$ cat config.mk
export PLATFORM = sky130hd
export DESIGN_NAME = rsmp_ctrl
export DESIGN_NICKNAME = d
export VERILOG_FILES = /design/src/rtl/rsmp_pkg.sv /design/src/rtl/rsmp_ctrl.sv
export SDC_FILE = /design/constraint.sdc
export NUM_CORES = 1
export LEC_CHECK = 0
export BUFFER_PORTS_ARGS = -buffer_cell sky130_fd_sc_hd__buf_4
export CORE_AREA = 2 2 39 41
export CTS_CLUSTER_SIZE = 8
export DETAILED_ROUTE_END_ITERATION = 16
export DIE_AREA = 0 0 41 43
export SYNTH_ARGS = -nofsm -noshare
export SYNTH_HDL_FRONTEND = slang
export SYNTH_SLANG_ARGS = --single-unit
$ cat constraint.sdc
create_clock -name clk_i -period 3.3 [get_ports clk_i]
set_input_delay 0.99 -clock clk_i [delete_from_list [all_inputs] [get_ports clk_i]]
set_output_delay 0.99 -clock clk_i [all_outputs]
set_load 0.005 [all_outputs]
$ cat src/rtl/rsmp_pkg.sv
// ----------------------------------------------------------------------------
// rsmp_pkg: shared constants and types of the stereo polyphase resampler
// Holds sizes, field codes and the controller/datapath command and status.
// ----------------------------------------------------------------------------
`default_nettype none
package rsmp_pkg;

  localparam int TAPS       = 16;
  localparam int PHASE_BITS = 10;
  localparam int POS_BITS   = 24;
  localparam int COEF_BITS  = 16;
  localparam int GAIN_FRAC  = 12;
  localparam int SAMP_W     = 16;
  localparam int MIX_W      = 24;
  localparam int GAIN_W     = 16;
  localparam int INC_W      = 32;
  localparam int FRAC_W     = 24;
  localparam int FETCH_W    = 24;
  localparam int ADDR_IN_W  = 14;
  localparam int TAP_W      = $clog2(TAPS);
  localparam int COEF_AW    = PHASE_BITS + TAP_W;
  localparam int COEF_DEPTH = 1 << COEF_AW;
  localparam int ACC_W      = SAMP_W + COEF_BITS + TAP_W;
  localparam int PROD_W     = ACC_W + GAIN_W + 1;
  localparam int RND_SH     = COEF_BITS - 1 + GAIN_FRAC;
  localparam int STEP_W     = INC_W - FRAC_W + 1;
  localparam int PSUM_W     = POS_BITS + 1;
  localparam int DIV_CNT_W  = $clog2(PSUM_W + 1);

  // input kinds
  localparam logic [1:0] KIND_TICK    = 2'd0;
  localparam logic [1:0] KIND_COEF    = 2'd1;
  localparam logic [1:0] KIND_RESTART = 2'd2;

  // register indexes
  localparam logic [2:0] REG_INC    = 3'd0;
  localparam logic [2:0] REG_COUNT  = 3'd1;
  localparam logic [2:0] REG_LOOP   = 3'd2;
  localparam logic [2:0] REG_GAIN   = 3'd3;
  localparam logic [2:0] REG_STEREO = 3'd4;

  typedef struct packed {
    logic             capture;
    logic             shift;
    logic             issue;
    logic [TAP_W-1:0] tap;
    logic             gain_mul;
    logic             finish;
    logic             div_start;
    logic             div_wr;
    logic             load_out;
  } cmd_t;

  typedef struct packed {
    logic need_div;
    logic div_done;
    logic out_busy;
  } status_t;

endpackage
`default_nettype wire

$ cat src/rtl/rsmp_ctrl.sv
// ----------------------------------------------------------------------------
// rsmp_ctrl: resampler sequencer
// Takes one request, steps the datapath through shift, taps, gain, wrap, out.
// ----------------------------------------------------------------------------
`default_nettype none
module rsmp_ctrl (
  input  logic                clk_i,
  input  logic                rst_ni,
  input  logic                in_valid_i,
  input  logic [1:0]          kind_i,
  output logic                in_ready_o,
  input  rsmp_pkg::status_t   status_i,
  output rsmp_pkg::cmd_t      cmd_o
);
  import rsmp_pkg::*;

  typedef enum logic [2:0] {
    S_IDLE, S_SHIFT, S_MAC, S_DRAIN, S_GAIN, S_SUM, S_DIV, S_OUT
  } state_e;

  state_e           state_q, state_d;
  logic [TAP_W-1:0] tap_q, tap_d;
  logic             accept;

  assign in_ready_o = (state_q == S_IDLE);
  assign accept     = in_valid_i && in_ready_o;

  always_comb begin
    state_d = state_q;
    tap_d   = tap_q;
    cmd_o   = '0;
    cmd_o.tap = tap_q;
    unique case (state_q)
      S_IDLE: begin
        cmd_o.capture = accept;
        if (accept && kind_i == KIND_TICK) state_d = S_SHIFT;
      end
      S_SHIFT: begin
        cmd_o.shift = 1'b1;
        tap_d       = '0;
        state_d     = S_MAC;
      end
      S_MAC: begin
        cmd_o.issue = 1'b1;
        tap_d       = tap_q + 1'b1;
        if (tap_q == TAP_W'(TAPS - 1)) state_d = S_DRAIN;
      end
      S_DRAIN: state_d = S_GAIN;
      S_GAIN: begin
        cmd_o.gain_mul = 1'b1;
        state_d        = S_SUM;
      end
      S_SUM: begin
        cmd_o.finish = 1'b1;
        if (status_i.need_div) begin
          cmd_o.div_start = 1'b1;
          state_d         = S_DIV;
        end else begin
          state_d = S_OUT;
        end
      end
      S_DIV: begin
        if (status_i.div_done) begin
          cmd_o.div_wr = 1'b1;
          state_d      = S_OUT;
        end
      end
      S_OUT: begin
        if (!status_i.out_busy) begin
          cmd_o.load_out = 1'b1;
          state_d        = S_IDLE;
        end
      end
      default: state_d = S_IDLE;
    endcase
  end

  always_ff @(posedge clk_i or negedge rst_ni) begin
    if (!rst_ni) begin
      state_q <= S_IDLE;
      tap_q   <= '0;
    end else begin
      state_q <= state_d;
      tap_q   <= tap_d;
    end
  end

endmodule
`default_nettype wire

# Yosys cells after proc, flatten, opt, wreduce, memory -nomap -nowiden
# Cells that the tools add are included.
[word_totals] reg_bits=7 in_bits=8 output_inout_bits=13 wordCells=38
[op_classes] n_addsub=1 n_eq_ne=12 n_mux=17 reduce_logical=6
[ops] operator="$pmux 3 s8" count=1
[ops] operator="$eq 3x3->1 const B" count=4
[ops] operator="$mux 3" count=4
[ops] operator="$mux 1" count=10
[ops] operator="$pmux 4 s2" count=1
[ops] operator="$eq 3x2->1 const B" count=2
[ops] operator="$ne 2x2->1 const B" count=3
[ops] operator="$add 4x1->4 const B" count=1
[ops] operator="$eq 4x4->1 const B" count=1
[ops] operator="$reduce_and 4->1" count=1
[ops] operator="$eq 3x1->1 const B" count=1
[ops] operator="$logic_not 3->1" count=1
[ops] operator="$logic_and 1x1->1" count=2
[ops] operator="$logic_not 2->1" count=1
[ops] operator="$mux 2" count=1
[ops] operator="$ne 2x1->1 const B" count=1
[ops] operator="$reduce_bool 2->1" count=1

# Logic depth before layout (Yosys ltp)
[depth] word_depth=5 depth_mapped=5 ltp_nobuf=4

# Least setup slack after synthesis
# OpenSTA, ideal clock, no wires.
[synth_path] kind="in2out" startpoint="in status_i[0] (netlist bit)" endpoint="out cmd_o[0] (netlist bit)" t_arrival_ps=1230 required_time_ps=2310 path_slack_ps=1080 cell_stages=1 path_buffers=0 cell_sequence="nor3_1"
[synth_between] elab_chain_len=2
[synth_rtl] element="start, declared" line_no="rsmp_ctrl.sv:12" source="input rsmp_pkg::status_t status_i,"
[synth_rtl] element="$mux 1" line_no="rsmp_ctrl.sv:69" source="if (!status_i.out_busy) begin"
[synth_rtl] element="$mux 1" line_no="rsmp_ctrl.sv:33" source="unique case (state_q)"
[synth_rtl] element="end, declared" line_no="rsmp_ctrl.sv:13" source="output rsmp_pkg::cmd_t cmd_o"
# No other way between the ends.

==> run metrics <==
outcome=completed; design area=656 µm²; CP arrival=1.56 ns; starting density of the core=0.345; CP required=2.31 ns; Final setup viols=0; Clock transition at path regs=0.06 ns; Post-CTS Hold Fix Bufs=0; total power=575 µW; gpl congestion=0.676; Fmax=391 MHz; Crit path depth=3; Port Buffers=20; fin util=0.474; Routed WL=1.13 mm; post-synthesis cell count=56; antenna viol nets, final=0; RSZ-0062 raised after global routing=no; Final Hold Fails=0; clock sink total=7; synth warn=0; Cell variety after synth=26; Max clock buf depth=2; slowest stage delay, CP=0.65 ns; placed inst area=628 µm²; R2R cell count=3; CP Max Fanout=17; Num CTS Buffers=3; DR vias=488; final global-route overflow total=0; CP delay by family, top=flip-flops; Total GRT Usage=0.150; commonest non-fill, non-tap cell in the layout=buf_4; min Tclk post-route=2.55 ns; Static Leak=0.000309 µW; initial antenna violation count=0; Syn Area/Cell=8.53 µm²; Worst-Skew Late Latency=0.25 ns; DR pass1 iterations=4; H-tree Lvls=1; nets=86; Iteration-0 DRC Markers=4; setup TNS=0 ns; Remaining DRCs=0; CP bufs+invs=2; Post-CTS Resized=0; CTS tree=built; sequential cell area fraction in the yosys report=0.366; global-route wire length before repair=1.76 mm; setup bufs post-CTS=0; Startpoint Class=flip-flop; final worst path period share=0.774; WL/cell=12.3 µm; class of the worst hold path=in2async; syn_nets=65; most frequent cells in the layout=buf_4, dfrtp_1, a21oi_1; Rel. slew slack=0.637; I/O Pins=21; CORE AREA=1380 µm²; die height=43 µm; die area=1760 µm²; Final Skew=0.0107 ns; row count=14; CP max stage cell=dfrtp_1; largest net degree at the start of global routing=19; Avg Vias per Cell=5.30; Maximum Capacitance Violations=0; synthesized flop and latch total=7; ant diodes=0; vias in the first global route=423; worst vdd ir=0.428 mV; kind of end point of the critical path=primary output; layout cell share with drive strength beyond 1=0.355; Root Buffer=clkbuf_4; CP cell instances=inv_1 -> nor3_1 -> buf_4; Cell Area, Synth=478 µm²; Power Density=877 nW/µm²; Max Slew Vio Count=0; width of the die=41 µm; worst slew pin tran=0.544 ns; synthesis-to-layout area growth=37.2%; Crit Path Class=reg2out
-- flip-flops by register name (all words and copies together), names as in the netlist --
name	flops
state_q	3
tap_q	4
-- cell usage after synthesis --
cell      instances  area (µm²)
dfrtp_1           7         175
a21oi_1           6        30.0
nor2_1            5        18.8
buf_2             4        20.0
nand2_1           4        15.0
o21ai_1           4        20.0
nor3b_1           3        22.5
and2_1            2        12.5
nor2b_1           2        12.5
nor3_1            2        10.0
o21ai_0           2        10.0
a21boi_1          1        7.51
a21o_1            1        7.51
a221o_1           1        10.0
a22oi_1           1        7.51
a41oi_1           1        8.76
and3_1            1        6.26
and3b_1           1        8.76
and4b_1           1        10.0
ha_1              1        12.5
inv_1             1        3.75
nand3_1           1        5.00
nor3_2            1        10.0
nor3b_2           1        12.5
nor4b_1           1        8.76
o22ai_2           1        12.5
-- through the flow --
step	std cells	hold WS [ns]	setup slack (ns)
after floorplan	56	0.540	1.08
after global placement	88	0.565	0.829
after detailed placement	88	0.579	0.812
after CTS	92	0.534	0.733
after global routing	92	0.519	0.613
final	92	0.535	0.745
-- cell type report --
| type | count | area [µm²] |
|---|---|---|
| inverters | 1 | 3.75 |
| well taps | 16 | 20.0 |
| clock buffers | 3 | 22.5 |
| repair buffers | 20 | 150 |
| multi-input cells | 44 | 279 |
| clock inverters | 1 | 5.00 |
| flip-flops and latches | 7 | 175 |
| fillers | 145 | 728 |
-- where the power goes --
| part | switching, µW | internal (µW) |
|---|---|---|
| Combinational | 104 | 156 |
| Sequential | 113 | 125 |
| Clock | 32.4 | 44.3 |
-- per-layer routing --
metal	up-vias	routed length (µm)	global-route usage
li1	244	-	-
met5	-	0	0
met3	2	64	0.0942
met1	231	479	0.181
met4	0	9	0.0200
met2	11	578	0.225
-- worst paths after layout --
kind	start	endpoint	slack [ns]
worst max-delay path	state_q[1]	cmd_o[0]	0.75
worst min-delay path	rst_ni	tap_q[1]	0.54
worst max register to register	state_q[1]	state_q[0]	1.93
worst min register to register	tap_q[1]	tap_q[1]	0.58
max in group asynchronous	rst_ni	tap_q[2]	2.63
min in group clk_i	tap_q[1]	tap_q[1]	0.58
-- logic make-up (layout without fill, tap and decap cells) --
group           after synthesis  after routing  share of synthesized area
simple gates                 25             25                      0.319
buf+inv                       5             25                     0.0497
flops                         7              7                      0.366
fa+ha+maj                     1              1                     0.0262
compound gates               18             18                      0.238
(Power assumes the default switching activity.)
